`src/design/thf_pkg.sv`:
```
// Shared types, constants and register codes of the threshold hit finder.
package thf_pkg;

   // Default configuration of the block.
   localparam int MAX_SAMPLES_DEFAULT = 16384;
   localparam int QUEUE_DEPTH_DEFAULT = 4;

   // Field widths.
   localparam int SAMPLE_W  = 16;
   localparam int NOISE_W   = 15;
   localparam int CHAN_W    = 16;
   localparam int START_W   = 20;
   localparam int CHARGE_W  = 32;
   localparam int TICKS_W   = 21;
   localparam int SIGMA_W   = 10;
   localparam int FACTOR_W  = 7;
   localparam int DIVISOR_W = 16;
   localparam int CSR_IDX_W = 2;

   // Register reset values.
   localparam logic [SIGMA_W-1:0]   SIGMA_RESET   = 10'd80;
   localparam logic [FACTOR_W-1:0]  FACTOR_RESET  = 7'd1;
   localparam logic [DIVISOR_W-1:0] DIVISOR_RESET = 16'd1;

   // Register indexes on the configuration port.
   localparam logic [CSR_IDX_W-1:0] CSR_SIGMA_THRESHOLD   = 2'd0;
   localparam logic [CSR_IDX_W-1:0] CSR_DOWNSAMPLE_FACTOR = 2'd1;
   localparam logic [CSR_IDX_W-1:0] CSR_CHARGE_DIVISOR    = 2'd2;

   typedef struct packed {
      logic signed [SAMPLE_W-1:0] sample;
      logic [NOISE_W-1:0]         noise;
      logic [CHAN_W-1:0]          channel;
      logic                       end_of_waveform;
   } req_type;

   typedef struct packed {
      logic [CHAN_W-1:0]          hit_channel;
      logic [START_W-1:0]         start_time;
      logic signed [CHARGE_W-1:0] hit_charge;
      logic [TICKS_W-1:0]         time_over_threshold;
   } rsp_type;

   // A closed hit before its charge is divided.
   typedef struct packed {
      logic [CHAN_W-1:0]          chan;
      logic [START_W-1:0]         start;
      logic signed [CHARGE_W-1:0] charge;
      logic [TICKS_W-1:0]         ticks;
   } hit_type;

   typedef struct packed {
      logic [SIGMA_W-1:0]   sigma_threshold;
      logic [FACTOR_W-1:0]  downsample_factor;
      logic [DIVISOR_W-1:0] charge_divisor;
   } cfg_type;

endpackage

```
`src/design/thf_front.sv`:
```
// Front end: threshold test and hit accumulation, one sample per cycle while the queue has room.
module thf_front #(
   parameter int MAX_SAMPLES = thf_pkg::MAX_SAMPLES_DEFAULT
) (
   input  logic             clock,
   input  logic             reset,
   input  thf_pkg::cfg_type cfg,
   input  logic             req_push,
   input  thf_pkg::req_type req_data,
   input  logic             q_full,
   output logic             hit_push,
   output thf_pkg::hit_type hit_data
);

   localparam int IDX_W = $clog2(MAX_SAMPLES);

   logic                 accept;
   logic                 in_hit_ff, in_hit_in;
   logic [IDX_W-1:0]     idx_ff, idx_in;
   logic [IDX_W:0]       idx_inc;
   logic [thf_pkg::START_W-1:0]  start_ff, start_in;
   logic signed [thf_pkg::CHARGE_W-1:0] charge_ff, charge_in;
   logic [thf_pkg::TICKS_W-1:0]  ticks_ff, ticks_in;
   logic [thf_pkg::CHAN_W-1:0]   chan_ff, chan_in;

   logic signed [thf_pkg::SAMPLE_W-1:0] samp;
   logic [26:0]          scaled_sample;
   logic [24:0]          thr_prod;
   logic [26:0]          thr_ext;
   logic                 over;
   logic [19:0]          idx_ext;
   logic [26:0]          start_prod;
   logic signed [23:0]   charge_prod;
   logic signed [32:0]   charge_sum;
   logic signed [thf_pkg::CHARGE_W-1:0] charge_sat;
   logic [21:0]          ticks_sum;
   logic [thf_pkg::TICKS_W-1:0] ticks_sat;

   assign accept = req_push && !q_full;
   assign samp   = req_data.sample;

   // Sample times 16 against threshold times noise, both in 27-bit signed form.
   assign scaled_sample = {{7{samp[15]}}, samp, 4'b0000};
   assign thr_prod      = 25'(cfg.sigma_threshold) * 25'(req_data.noise);
   assign thr_ext       = {2'b00, thr_prod};
   assign over          = $signed(scaled_sample) > $signed(thr_ext);

   assign idx_ext    = 20'(idx_ff);
   assign start_prod = 27'(idx_ext) * 27'(cfg.downsample_factor);

   assign charge_prod = 24'(samp) * 24'($signed({1'b0, cfg.downsample_factor}));
   assign charge_sum  = 33'(charge_ff) + 33'(charge_prod);
   always_comb begin
      if (charge_sum[32] != charge_sum[31]) begin
         charge_sat = charge_sum[32] ? 32'sh8000_0000 : 32'sh7FFF_FFFF;
      end else begin
         charge_sat = charge_sum[31:0];
      end
   end

   assign ticks_sum = 22'(ticks_ff) + 22'(cfg.downsample_factor);
   assign ticks_sat = ticks_sum[21] ? {thf_pkg::TICKS_W{1'b1}} : ticks_sum[20:0];

   assign idx_inc = (IDX_W+1)'(idx_ff) + (IDX_W+1)'(1);

   always_comb begin
      in_hit_in = in_hit_ff;
      idx_in    = idx_ff;
      start_in  = start_ff;
      charge_in = charge_ff;
      ticks_in  = ticks_ff;
      chan_in   = chan_ff;
      hit_push  = 1'b0;
      if (accept) begin
         if (req_data.end_of_waveform) begin
            in_hit_in = 1'b0;
            idx_in    = '0;
         end else begin
            if (over && !in_hit_ff) begin
               start_in  = start_prod[19:0];
               charge_in = 32'(samp);
               ticks_in  = 21'(cfg.downsample_factor);
               chan_in   = req_data.channel;
               in_hit_in = 1'b1;
            end else if (over) begin
               charge_in = charge_sat;
               ticks_in  = ticks_sat;
            end else if (in_hit_ff) begin
               hit_push  = 1'b1;
               in_hit_in = 1'b0;
            end
            idx_in = (idx_inc >= (IDX_W+1)'(MAX_SAMPLES)) ? '0 : idx_inc[IDX_W-1:0];
         end
      end
   end

   assign hit_data.chan   = chan_ff;
   assign hit_data.start  = start_ff;
   assign hit_data.charge = charge_ff;
   assign hit_data.ticks  = ticks_ff;

   always_ff @(posedge clock) begin
      if (reset) begin
         in_hit_ff <= 1'b0;
         idx_ff    <= '0;
      end else begin
         in_hit_ff <= in_hit_in;
         idx_ff    <= idx_in;
      end
      start_ff  <= start_in;
      charge_ff <= charge_in;
      ticks_ff  <= ticks_in;
      chan_ff   <= chan_in;
   end

endmodule

```
`src/design/thf_hit_queue.sv`:
```
// Short queue of closed hits between the front end and the divider.
module thf_hit_queue #(
   parameter int DEPTH = thf_pkg::QUEUE_DEPTH_DEFAULT
) (
   input  logic             clock,
   input  logic             reset,
   input  logic             push,
   input  thf_pkg::hit_type push_data,
   output logic             full,
   input  logic             pop,
   output thf_pkg::hit_type pop_data,
   output logic             empty
);

   localparam int PTR_W = $clog2(DEPTH);
   localparam int CNT_W = $clog2(DEPTH + 1);

   thf_pkg::hit_type entries_ff [DEPTH];
   logic [PTR_W-1:0] wr_ptr_ff, wr_ptr_in;
   logic [PTR_W-1:0] rd_ptr_ff, rd_ptr_in;
   logic [CNT_W-1:0] count_ff, count_in;
   logic             do_push, do_pop;

   assign full     = count_ff == CNT_W'(DEPTH);
   assign empty    = count_ff == '0;
   assign do_push  = push && !full;
   assign do_pop   = pop && !empty;
   assign pop_data = entries_ff[rd_ptr_ff];

   always_comb begin
      wr_ptr_in = wr_ptr_ff;
      rd_ptr_in = rd_ptr_ff;
      count_in  = count_ff;
      if (do_push) begin
         wr_ptr_in = (wr_ptr_ff == PTR_W'(DEPTH - 1)) ? '0 : wr_ptr_ff + 1'b1;
      end
      if (do_pop) begin
         rd_ptr_in = (rd_ptr_ff == PTR_W'(DEPTH - 1)) ? '0 : rd_ptr_ff + 1'b1;
      end
      if (do_push && !do_pop) begin
         count_in = count_ff + 1'b1;
      end else if (do_pop && !do_push) begin
         count_in = count_ff - 1'b1;
      end
   end

   always_ff @(posedge clock) begin
      if (reset) begin
         wr_ptr_ff <= '0;
         rd_ptr_ff <= '0;
         count_ff  <= '0;
      end else begin
         wr_ptr_ff <= wr_ptr_in;
         rd_ptr_ff <= rd_ptr_in;
         count_ff  <= count_in;
      end
      if (do_push) begin
         entries_ff[wr_ptr_ff] <= push_data;
      end
   end

endmodule

```
`src/design/thf_back.sv`:
```
// Back end: serial charge divider and the result output register.
module thf_back (
   input  logic             clock,
   input  logic             reset,
   input  thf_pkg::cfg_type cfg,
   input  logic             q_empty,
   input  thf_pkg::hit_type q_data,
   output logic             q_pop,
   input  logic             rsp_pop,
   output logic             rsp_empty,
   output thf_pkg::rsp_type rsp_data
);

   typedef enum logic [2:0] {
      BK_IDLE = 3'b001,
      BK_DIV  = 3'b010,
      BK_HOLD = 3'b100
   } back_state_type;

   back_state_type state_ff, state_in;
   logic [4:0]  cnt_ff, cnt_in;
   logic [15:0] rem_ff, rem_in;
   logic [31:0] quo_ff, quo_in;
   logic [15:0] div_ff, div_in;
   logic        neg_ff, neg_in;
   logic [thf_pkg::CHAN_W-1:0]  chan_ff, chan_in;
   logic [thf_pkg::START_W-1:0] start_ff, start_in;
   logic [thf_pkg::TICKS_W-1:0] ticks_ff, ticks_in;
   logic        rsp_valid_ff, rsp_valid_in;
   thf_pkg::rsp_type rsp_data_ff, rsp_data_in;

   logic [16:0] shifted;
   logic [17:0] diff;
   logic        ge;
   logic [31:0] magnitude;
   logic [31:0] quotient;

   // One restoring step per cycle; the remainder always stays below the divisor.
   assign shifted   = {rem_ff, quo_ff[31]};
   assign diff      = {1'b0, shifted} - {2'b00, div_ff};
   assign ge        = !diff[17];
   assign magnitude = q_data.charge[31] ? 32'(-q_data.charge) : q_data.charge;
   assign quotient  = neg_ff ? 32'(-quo_ff) : quo_ff;

   assign q_pop     = (state_ff == BK_IDLE) && !q_empty;
   assign rsp_empty = !rsp_valid_ff;
   assign rsp_data  = rsp_data_ff;

   always_comb begin
      state_in     = state_ff;
      cnt_in       = cnt_ff;
      rem_in       = rem_ff;
      quo_in       = quo_ff;
      div_in       = div_ff;
      neg_in       = neg_ff;
      chan_in      = chan_ff;
      start_in     = start_ff;
      ticks_in     = ticks_ff;
      rsp_valid_in = rsp_valid_ff && !rsp_pop;
      rsp_data_in  = rsp_data_ff;
      unique case (state_ff)
         BK_IDLE: begin
            if (!q_empty) begin
               rem_in   = '0;
               quo_in   = magnitude;
               div_in   = (cfg.charge_divisor == '0) ? 16'd1 : cfg.charge_divisor;
               neg_in   = q_data.charge[31];
               chan_in  = q_data.chan;
               start_in = q_data.start;
               ticks_in = q_data.ticks;
               cnt_in   = 5'd31;
               state_in = BK_DIV;
            end
         end
         BK_DIV: begin
            rem_in = ge ? diff[15:0] : shifted[15:0];
            quo_in = {quo_ff[30:0], ge};
            cnt_in = cnt_ff - 1'b1;
            if (cnt_ff == '0) begin
               state_in = BK_HOLD;
            end
         end
         BK_HOLD: begin
            if (!rsp_valid_ff || rsp_pop) begin
               rsp_valid_in                    = 1'b1;
               rsp_data_in.hit_channel         = chan_ff;
               rsp_data_in.start_time          = start_ff;
               rsp_data_in.hit_charge          = quotient;
               rsp_data_in.time_over_threshold = ticks_ff;
               state_in                        = BK_IDLE;
            end
         end
         default: begin
            state_in = BK_IDLE;
         end
      endcase
   end

   always_ff @(posedge clock) begin
      if (reset) begin
         state_ff     <= BK_IDLE;
         rsp_valid_ff <= 1'b0;
      end else begin
         state_ff     <= state_in;
         rsp_valid_ff <= rsp_valid_in;
      end
      cnt_ff      <= cnt_in;
      rem_ff      <= rem_in;
      quo_ff      <= quo_in;
      div_ff      <= div_in;
      neg_ff      <= neg_in;
      chan_ff     <= chan_in;
      start_ff    <= start_in;
      ticks_ff    <= ticks_in;
      rsp_data_ff <= rsp_data_in;
   end

endmodule

```
`src/design/threshold_hit_finder.sv`:
```
// Top level of the time-over-threshold hit finder: registers, front end, queue, divider.
//
// The hit finder takes one ADC sample word per clock on the req_ side and reports each
// finished hit as one word on the rsp_ side. A sample is over threshold when sample times 16
// exceeds sigma_threshold (unsigned, four fraction bits) times the noise estimate; a run of
// over-threshold samples forms a hit whose charge, start time and time over threshold are
// accumulated in the front end in the same cycle the sample is taken. When the run ends,
// the closed hit goes into a queue of QUEUE_DEPTH entries, and the back end divides its
// charge by charge_divisor with a restoring divider that retires one quotient bit per
// cycle; each hit is loaded from the queue, goes through 32 division steps and then
// moves into the output register as long as the output register is free; while an
// unread result sits there, the back end waits. Samples are therefore accepted every cycle
// while the queue has room; full rises when hits close faster than the back end drains
// them (one hit at a time, slower while results wait unread) for longer than the queue
// can absorb. A sample word with end_of_waveform set is not tested, resets the sample index
// and drops any open hit. Configuration writes are always accepted (csr_ready is tied high)
// and must only be issued while the block is idle.
module threshold_hit_finder #(
   parameter int MAX_SAMPLES = thf_pkg::MAX_SAMPLES_DEFAULT,
   parameter int QUEUE_DEPTH = thf_pkg::QUEUE_DEPTH_DEFAULT
) (
   input  logic                              clock,
   input  logic                              reset,
   // Sample input queue side.
   input  logic                              req_push,
   output logic                              req_full,
   input  thf_pkg::req_type                  req_data,
   // Hit output queue side.
   output logic                              rsp_empty,
   input  logic                              rsp_pop,
   output thf_pkg::rsp_type                  rsp_data,
   // Configuration write channel.
   input  logic                              csr_valid,
   output logic                              csr_ready,
   input  logic [thf_pkg::CSR_IDX_W-1:0]     csr_index,
   input  logic [thf_pkg::DIVISOR_W-1:0]     csr_data
);

   logic [thf_pkg::SIGMA_W-1:0]   sigma_ff, sigma_in;
   logic [thf_pkg::FACTOR_W-1:0]  factor_ff, factor_in;
   logic [thf_pkg::DIVISOR_W-1:0] divisor_ff, divisor_in;
   thf_pkg::cfg_type              cfg;

   logic             hit_push;
   thf_pkg::hit_type hit_data;
   logic             hit_full;
   logic             hit_pop;
   thf_pkg::hit_type hit_head;
   logic             hit_empty;

   // Configuration registers. Writes to an unused index are accepted and ignored.
   assign csr_ready = 1'b1;

   always_comb begin
      sigma_in   = sigma_ff;
      factor_in  = factor_ff;
      divisor_in = divisor_ff;
      if (csr_valid) begin
         unique case (csr_index)
            thf_pkg::CSR_SIGMA_THRESHOLD:   sigma_in   = csr_data[thf_pkg::SIGMA_W-1:0];
            thf_pkg::CSR_DOWNSAMPLE_FACTOR: factor_in  = csr_data[thf_pkg::FACTOR_W-1:0];
            thf_pkg::CSR_CHARGE_DIVISOR:    divisor_in = csr_data;
            default: begin
            end
         endcase
      end
   end

   always_ff @(posedge clock) begin
      if (reset) begin
         sigma_ff   <= thf_pkg::SIGMA_RESET;
         factor_ff  <= thf_pkg::FACTOR_RESET;
         divisor_ff <= thf_pkg::DIVISOR_RESET;
      end else begin
         sigma_ff   <= sigma_in;
         factor_ff  <= factor_in;
         divisor_ff <= divisor_in;
      end
   end

   assign cfg.sigma_threshold   = sigma_ff;
   assign cfg.downsample_factor = factor_ff;
   assign cfg.charge_divisor    = divisor_ff;

   // The input side stalls whenever the hit queue is full, since any word may close a hit.
   assign req_full = hit_full;

   thf_front #(
      .MAX_SAMPLES(MAX_SAMPLES)
   ) u_front (
      .clock    (clock),
      .reset    (reset),
      .cfg      (cfg),
      .req_push (req_push),
      .req_data (req_data),
      .q_full   (hit_full),
      .hit_push (hit_push),
      .hit_data (hit_data)
   );

   thf_hit_queue #(
      .DEPTH(QUEUE_DEPTH)
   ) u_queue (
      .clock     (clock),
      .reset     (reset),
      .push      (hit_push),
      .push_data (hit_data),
      .full      (hit_full),
      .pop       (hit_pop),
      .pop_data  (hit_head),
      .empty     (hit_empty)
   );

   thf_back u_back (
      .clock     (clock),
      .reset     (reset),
      .cfg       (cfg),
      .q_empty   (hit_empty),
      .q_data    (hit_head),
      .q_pop     (hit_pop),
      .rsp_pop   (rsp_pop),
      .rsp_empty (rsp_empty),
      .rsp_data  (rsp_data)
   );

   // The output register is empty in the cycle after reset.
   assert property (@(posedge clock) $past(reset) |-> rsp_empty)
      else $error("result visible right after reset");

   // The front end never closes a hit into a full queue.
   assert property (@(posedge clock) disable iff (reset) hit_push |-> !hit_full)
      else $error("hit pushed into full queue");

   // An end-of-waveform word never closes a hit.
   assert property (@(posedge clock) disable iff (reset)
      (req_push && !req_full && req_data.end_of_waveform) |-> !hit_push)
      else $error("end-of-waveform word produced a hit");

   // The divider takes a new hit only when the queue holds one.
   assert property (@(posedge clock) disable iff (reset) hit_pop |-> !hit_empty)
      else $error("divider popped an empty queue");

endmodule

```
`config.mk`:
```
export PLATFORM = sky130hd
export DESIGN_NAME = threshold_hit_finder
export DESIGN_NICKNAME = d
export VERILOG_FILES = /design/src/design/thf_pkg.sv /design/src/design/thf_front.sv /design/src/design/thf_hit_queue.sv /design/src/design/thf_back.sv /design/src/design/threshold_hit_finder.sv
export SDC_FILE = /design/constraint.sdc
export NUM_CORES = 2
export LEC_CHECK = 0
export BUFFER_PORTS_ARGS = -buffer_cell sky130_fd_sc_hd__buf_4
export CAP_MARGIN = 20
export CORE_AREA = 8 8 270 272
export DETAILED_ROUTE_END_ITERATION = 10
export DIE_AREA = 0 0 278 280
export PLACE_DENSITY_LB_ADDON = 0.15
export SETUP_SLACK_MARGIN = 0.3
export SYNTH_ARGS = -nofsm -noshare
export SYNTH_HDL_FRONTEND = slang
export SYNTH_SLANG_ARGS = --single-unit
```
`constraint.sdc`:
```
create_clock -name clock -period 14.84 [get_ports clock]
set_clock_uncertainty 0.2 [all_clocks]
set_input_delay 4.452 -clock clock [delete_from_list [all_inputs] [get_ports clock]]
set_output_delay 4.452 -clock clock [all_outputs]
set_load 0.02 [all_outputs]
```
Yosys cells after proc, flatten, opt, wreduce, memory -nomap -nowiden
Memories as Yosys holds them, arrays and structs flattened. A register that Yosys moved wholly into a read port is not among the register bits.
Cells that the tools add are included.
{"block": "totals", "regBits": 364, "ram_bits": 356, "in_bits": 71, "output_inout_bits": 92, "wordCells": 133, "mem_count": 1}
{"memory": "u_queue.entries_ff", "depth": 4, "width": 89, "read_ports": 1, "rd_clocked_by_memory_dff": 1, "wr": 1, "line": "thf_hit_queue.sv:18", "source": "thf_pkg::hit_type entries_ff [DEPTH];"}
{"block": "classes", "add_sub_neg": 11, "n_mul": 3, "n_lt_le_gt_ge": 2, "n_eq_ne": 13, "muxes": 40, "bitwise": 2, "n_reduce_logical": 34}
{"op": "2-to-1 mux 32 bit", "count": 7}
{"op": "negation 32 bit", "count": 2}
{"op": "one-hot mux 32 bit (2 select lines)", "count": 1}
{"op": "2-to-1 mux 21 bit", "count": 2}
{"op": "adder 32 x 24 -> 33 bit", "count": 1}
{"op": "2-to-1 mux 16 bit", "count": 2}
{"op": "one-hot mux 16 bit (2 select lines)", "count": 1}
{"op": "2-to-1 mux 14 bit", "count": 2}
{"op": "greater-than comparator 20 x 26 -> 1 bit", "count": 1}
{"op": "multiplier 10 x 15 -> 25 bit", "count": 1}
{"op": "multiplier 16 x 8 -> 24 bit", "count": 1}
{"op": "adder 21 x 7 -> 22 bit", "count": 1}
{"op": "multiplier 14 x 7 -> 20 bit", "count": 1}
{"op": "subtractor 17 x 16 -> 18 bit", "count": 1}
{"op": "zero test 16 bit", "count": 1}
{"op": "adder 14 x 1 -> 15 bit (second input constant)", "count": 1}
{"op": "greater-or-equal comparator 15 bit (second input constant)", "count": 1}
{"op": "2-to-1 mux 3 bit", "count": 5}
{"op": "AND reduction 2 bit", "count": 7}
{"op": "2-to-1 mux 1 bit", "count": 12}
{"op": "one-hot mux 5 bit (2 select lines)", "count": 1}
{"op": "one-hot mux 3 bit (3 select lines)", "count": 1}
{"op": "AND reduction 3 bit", "count": 3}
{"op": "logical AND 1 bit", "count": 8}
{"op": "other kinds (23)", "count": 41}

Longest topological paths before layout
{"block": "logic_depth", "ltp_word": 11, "depth_mapped": 38, "depth_no_buf": 36}

Hierarchy
From an unflattened synthesis, not the netlist that was laid out.
{"block": "unflattened", "hier_cells": 3440, "hier_area_um2": 43336.6}
{"mod": "thf_front", "instances": 1, "cells_each": 2072, "area_each_um2": 19008.2, "seq_area_each_um2": 2972.9}
{"mod": "thf_hit_queue", "instances": 1, "cells_each": 515, "area_each_um2": 13287.7, "seq_area_each_um2": 10870.4}
{"mod": "thf_back", "instances": 1, "cells_each": 719, "area_each_um2": 9644.2, "seq_area_each_um2": 6566.3}
{"mod": "threshold_hit_finder", "instances": 1, "cells_each": 134, "area_each_um2": 1396.3, "seq_area_each_um2": 660.6}

Worst setup path before layout
Ideal clock, no wire load.
{"block": "synth_path", "path_type": "input to register", "from": "input req_data[22] in the netlist's numbering", "to": "memory u_queue.entries_ff[0][0] in the netlist's numbering (enable)", "setup_time_ns": 0.458, "arrival_ns": 12.379, "t_required_ns": 14.182, "path_slack_ns": 1.804, "cell_stages": 32, "path_buffers": 2, "path_cell_list": "clkbuf_1 > nand2_1 > fa_1 > inv_1 > fa_1 > inv_1 > fa_1 > inv_1 > fa_1 > inv_1 > fa_1 > inv_1 > ha_1 > a211o_1 > o2111ai_1 > nand2_1 > nand3_1 > nor2_1 > o21ai_0 > nand2b_1 > a21oi_1 > xor2_1 > ha_1 > nand4_1 > nor2_1 > nand3_1 > o311ai_0 > a21oi_1 > nand4_2 > and3_1 > buf_2 > and2_1"}
{"block": "synth_via", "elab_chain_cells": 9, "elab_cells_between_ends": 10, "cone_classes": "mul (1); order compare (1); mux (6); reduce/logical (2)"}
{"element": "start, declared", "line": "threshold_hit_finder.sv:27", "source": "input thf_pkg::req_type req_data,"}
{"element": "multiplier 10 x 15 -> 25 bit *", "line": "thf_front.sv:44", "source": "assign thr_prod = 25'(cfg.sigma_threshold) * 25'(req_data.noise);"}
{"element": "greater-than comparator 20 x 26 -> 1 bit *", "line": "thf_front.sv:46", "source": "assign over = $signed(scaled_sample) > $signed(thr_ext);"}
{"element": "2-to-1 mux 1 bit or logical AND 1 bit (tied branches)", "line": "thf_front.sv:85, thf_front.sv:79"}
{"element": "2-to-1 mux 1 bit *", "line": "thf_front.sv:79", "source": "if (over && !in_hit_ff) begin"}
{"element": "2-to-1 mux 1 bit *", "line": "thf_front.sv:75", "source": "if (req_data.end_of_waveform) begin"}
{"element": "2-to-1 mux 1 bit *", "line": "thf_front.sv:74", "source": "if (accept) begin"}
{"element": "logical AND 1 bit *", "line": "thf_hit_queue.sv:26", "source": "assign do_push = push && !full;"}
{"element": "via u_queue.do_push", "line": "thf_hit_queue.sv:22", "source": "logic do_push, do_pop;"}
{"element": "2-to-1 mux 1 bit *", "line": "thf_hit_queue.sv:57", "source": "if (do_push) begin"}
{"element": "2-to-1 mux 1 bit (not written as such) *", "line": "thf_hit_queue.sv:58", "source": "entries_ff[wr_ptr_ff] <= push_data;"}
{"element": "end, declared", "line": "thf_hit_queue.sv:18"}
Mark *: on every way through the listed nets, which the timed path passes. The rest lies on a longest branch.

Final worst setup path
{"block": "layout_path", "from": "input req_data[22] in the netlist's numbering", "to": "memory u_queue.entries_ff[1][70] in the netlist's numbering (enable)"}
{"block": "layout_via", "elab_chain_cells": 9, "elab_cells_between_ends": 10, "cone_classes": "mul (1); order compare (1); mux (6); reduce/logical (2)"}
{"element": "multiplier 10 x 15 -> 25 bit *", "line": "thf_front.sv:44"}
{"element": "greater-than comparator 20 x 26 -> 1 bit *", "line": "thf_front.sv:46"}
{"element": "2-to-1 mux 1 bit or logical AND 1 bit (tied branches)", "line": "thf_front.sv:85, thf_front.sv:79"}
{"element": "2-to-1 mux 1 bit *", "line": "thf_front.sv:79"}
{"element": "2-to-1 mux 1 bit *", "line": "thf_front.sv:75"}
{"element": "2-to-1 mux 1 bit *", "line": "thf_front.sv:74"}
{"element": "logical AND 1 bit *", "line": "thf_hit_queue.sv:26"}
{"element": "2-to-1 mux 1 bit *", "line": "thf_hit_queue.sv:57"}
{"element": "2-to-1 mux 1 bit (not written as such) *", "line": "thf_hit_queue.sv:58"}
Every way passes the cells marked *; elsewhere a longest branch is shown, timed or not.

==> metrics <==
status=finished, final reports clean; R2R cell count=31; period utilisation layout=0.825; hold crit path type=flip-flop to flip-flop; first-pass GRT wire length=around 150000 um; CTS tree=yes; post-CTS setup buffers=0; Via Count=around 26000; number of cell rows=97; Setup TNS=0 ns; synthesized cell area=42800 um^2; Peak VDD IR=approximately 0.15 mV; sequential share of the synthesized area=0.492; syn_nets=between 4000 and 5000; Worst Setup EP=u_queue.entries_ff[1][70]; CTS root buf=clkbuf_16; total grt overflow=0; CP max FO=53; clock sinks=722; hold path depth=0; LEAKAGE=0.0193 uW; fin nets=between 4000 and 5000; vias per inst=5.81; clock buffer depth=3; met1 wire length=about 38000 um; CTS clk-pin slew, worst paths=~0.060 ns; yosys warns=0; vias in the first global route=27900; flop-to-flop setup slack=around 5.7 ns; Final Max Slew Viols=0; pin count of the biggest net entering global routing=65; Tmin final=12.24 ns; type of origin of the critical path=primary input; initial antenna violation count=0; Remaining DRCs=0; synth top area cells=edfxtp_1 (46%), fa_1 (14%), ha_1 (6.1%); Achievable Freq=81.7 MHz; Worst EP required=14.93 ns; Initial DRC Count=1847; Syn Area/Cell=12.5 um^2; overall global routing resource usage=0.242; Setup crit end kind=flip-flop; DR WL met2=47400 um; critical path class=primary input to flip-flop; synth unique cells=92; commonest non-fill, non-tap cell in the layout=edfxtp_1; RR Startpoint=sigma_ff[3]; Skew-Pair Late Insertion Delay=0.64 ns; met3 wire len=4230 um; share of layout cells above drive strength 1=0.122; max cap viols=0; Worst Tran Pin Value=1.02 ns; Worst EP arrival=between 10 and 15 ns; RR Endpoint=u_queue.entries_ff[1][70]; Routability Congestion=0.881; Relative slew margins=0.320; die width=278 um; most frequent cells in the layout=edfxtp_1 (661), inv_1 (446), nand2_1 (356); RSZ-0062 raised after global routing=false; port buffer count=161; final antenna-violating net count=0; DR top layer=met4; Core Area=around 69000 um^2; DP Wirelength=around 65000 um; pwr dens=~150 nW/um^2; die height=280 um; synthesized flop and latch total=722; io pins=about 160; worst hold slack=between 0.2 and 0.25 ns; Final Total Pwr=7020 uW; Initial DRT Pass Iterations=5; gate count of the mapped netlist=3421; endpoints failing setup=0; area share of the largest cell type after synthesis=0.464; post-CTS sizing=0; final wirelength=between 90000 and 100000 um; crit path max-delay cell type=and2_4; die area=77800 um^2; CTS Hold Bufs=0; Initial Util=0.621; Synth Flop Type=edfxtp_1; CTS H-tree depth=3; slowest stage delay, CP=0.80 ns; CTS Buf Count=76; area leader, netlist=edfxtp_1; Crit. Startpoint=req_data[22]; WL/cell=20.6 um; EDFF count, synth=between 600 and 700; fraction of registers with async set/reset=0; Fin. Hold Viols=0; area delta synth->final=10.6%; Antenna Cells=0
[where the power goes]
part / internal [uW] / switching (uW) / total, uW
registers: 2650 / 215 / 2870
clock network: 1040 / 805 / 1850
logic: 950 / 1350 / 2300
[final cells by class]
type	instances	area, um^2
clock buffer	90	1990
clock inverter	45	470
fill	4923	21600
inverter	448	1680
multi-input combinational	2104	19500
sequential	722	21100
tap	891	1110
timing repair buffer	193	1510
[per-layer routing]
layer  up-vias  GRT usage
met5         -          0
met3       159     0.0293
met2       648      0.421
met4         0     0.0787
met1     13300      0.318
li1      12000          -
[how the worst min path moves through the flow]
stage / to / start
3_3_place_gp: u_back.rsp_data[9] / u_back.ticks_ff[9]
2_1_floorplan: u_back.rsp_data[0] / u_back.ticks_ff[0]
3_5_place_dp: u_back.rsp_data[11] / u_back.ticks_ff[11]
6_report: u_back.rsp_data[57] / u_back.start_ff[4]
4_1_cts: u_back.rsp_data[57] / u_back.start_ff[4]
5_1_grt: u_back.rsp_data[9] / u_back.ticks_ff[9]
[critical path, delay by kind of cell]
family          cells  cell delay [ns]
fa+ha+maj           7             3.27
simple gates       11             2.45
compound gates      6             1.14
buf+inv             7             0.89
xor+xnor            1             0.09
[metrics by stage]
stage | utilization | setup slack, ns | cells | area (um^2)
3_3_place_gp | 0.649 | 2.14 | 4352 | 44800
4_1_cts | 0.686 | 2.62 | 4489 | 47300
2_1_floorplan | - | 1.80 | 3421 | 42800
5_1_grt | 0.687 | 2.15 | 4493 | 47300
6_report | 0.687 | 2.60 | 4493 | 47300
3_5_place_dp | 0.650 | 1.97 | 4354 | 44800
[cells by family after synthesis]
group | Yosys count | synth area share
XOR/XNOR | 139 | 0.0284
other | 1 | 0.0000876
AND/OR/NAND/NOR | 892 | 0.103
flip-flops | 722 | 0.492
AO/OA/AOI/OAI | 441 | 0.0646
adder cells (fa/ha/maj) | 518 | 0.206
buffers and inverters | 595 | 0.0538
multiplexers | 113 | 0.0526
[flip-flops by register name (all words and copies together) (netlist names), 20 cells and up, named ones only]
| signal | cells |
|---|---|
| u_back.rsp_data | 89 |
| u_front.start_ff | 20 |
| u_front.charge_ff | 32 |
| u_back.quo_ff | 32 |
| u_back.start_ff | 20 |
| u_queue.entries_ff | 356 |
| u_front.ticks_ff | 21 |
| u_back.ticks_ff | 21 |
[cell usage after synthesis, types with 12 or more instances]
cell / number
o21ai_1: 12
xnor2_1: 103
inv_1: 448
nand2b_1: 23
buf_2: 19
nand3_1: 31
and3_1: 22
dfxtp_1: 61
mux2i_1: 22
nor2b_1: 15
a211oi_1: 14
o21ai_0: 108
o31ai_1: 24
fa_1: 309
a21o_1: 26
nor3_1: 27
nor2_1: 140
xor2_1: 36
ha_1: 209
a21oi_1: 155
o21a_1: 12
and2_1: 192
or3_1: 12
edfxtp_1: 661
mux4_2: 84
nand2_1: 357
clkbuf_1: 117
Note: power is estimated with default switching activity, not from simulation.
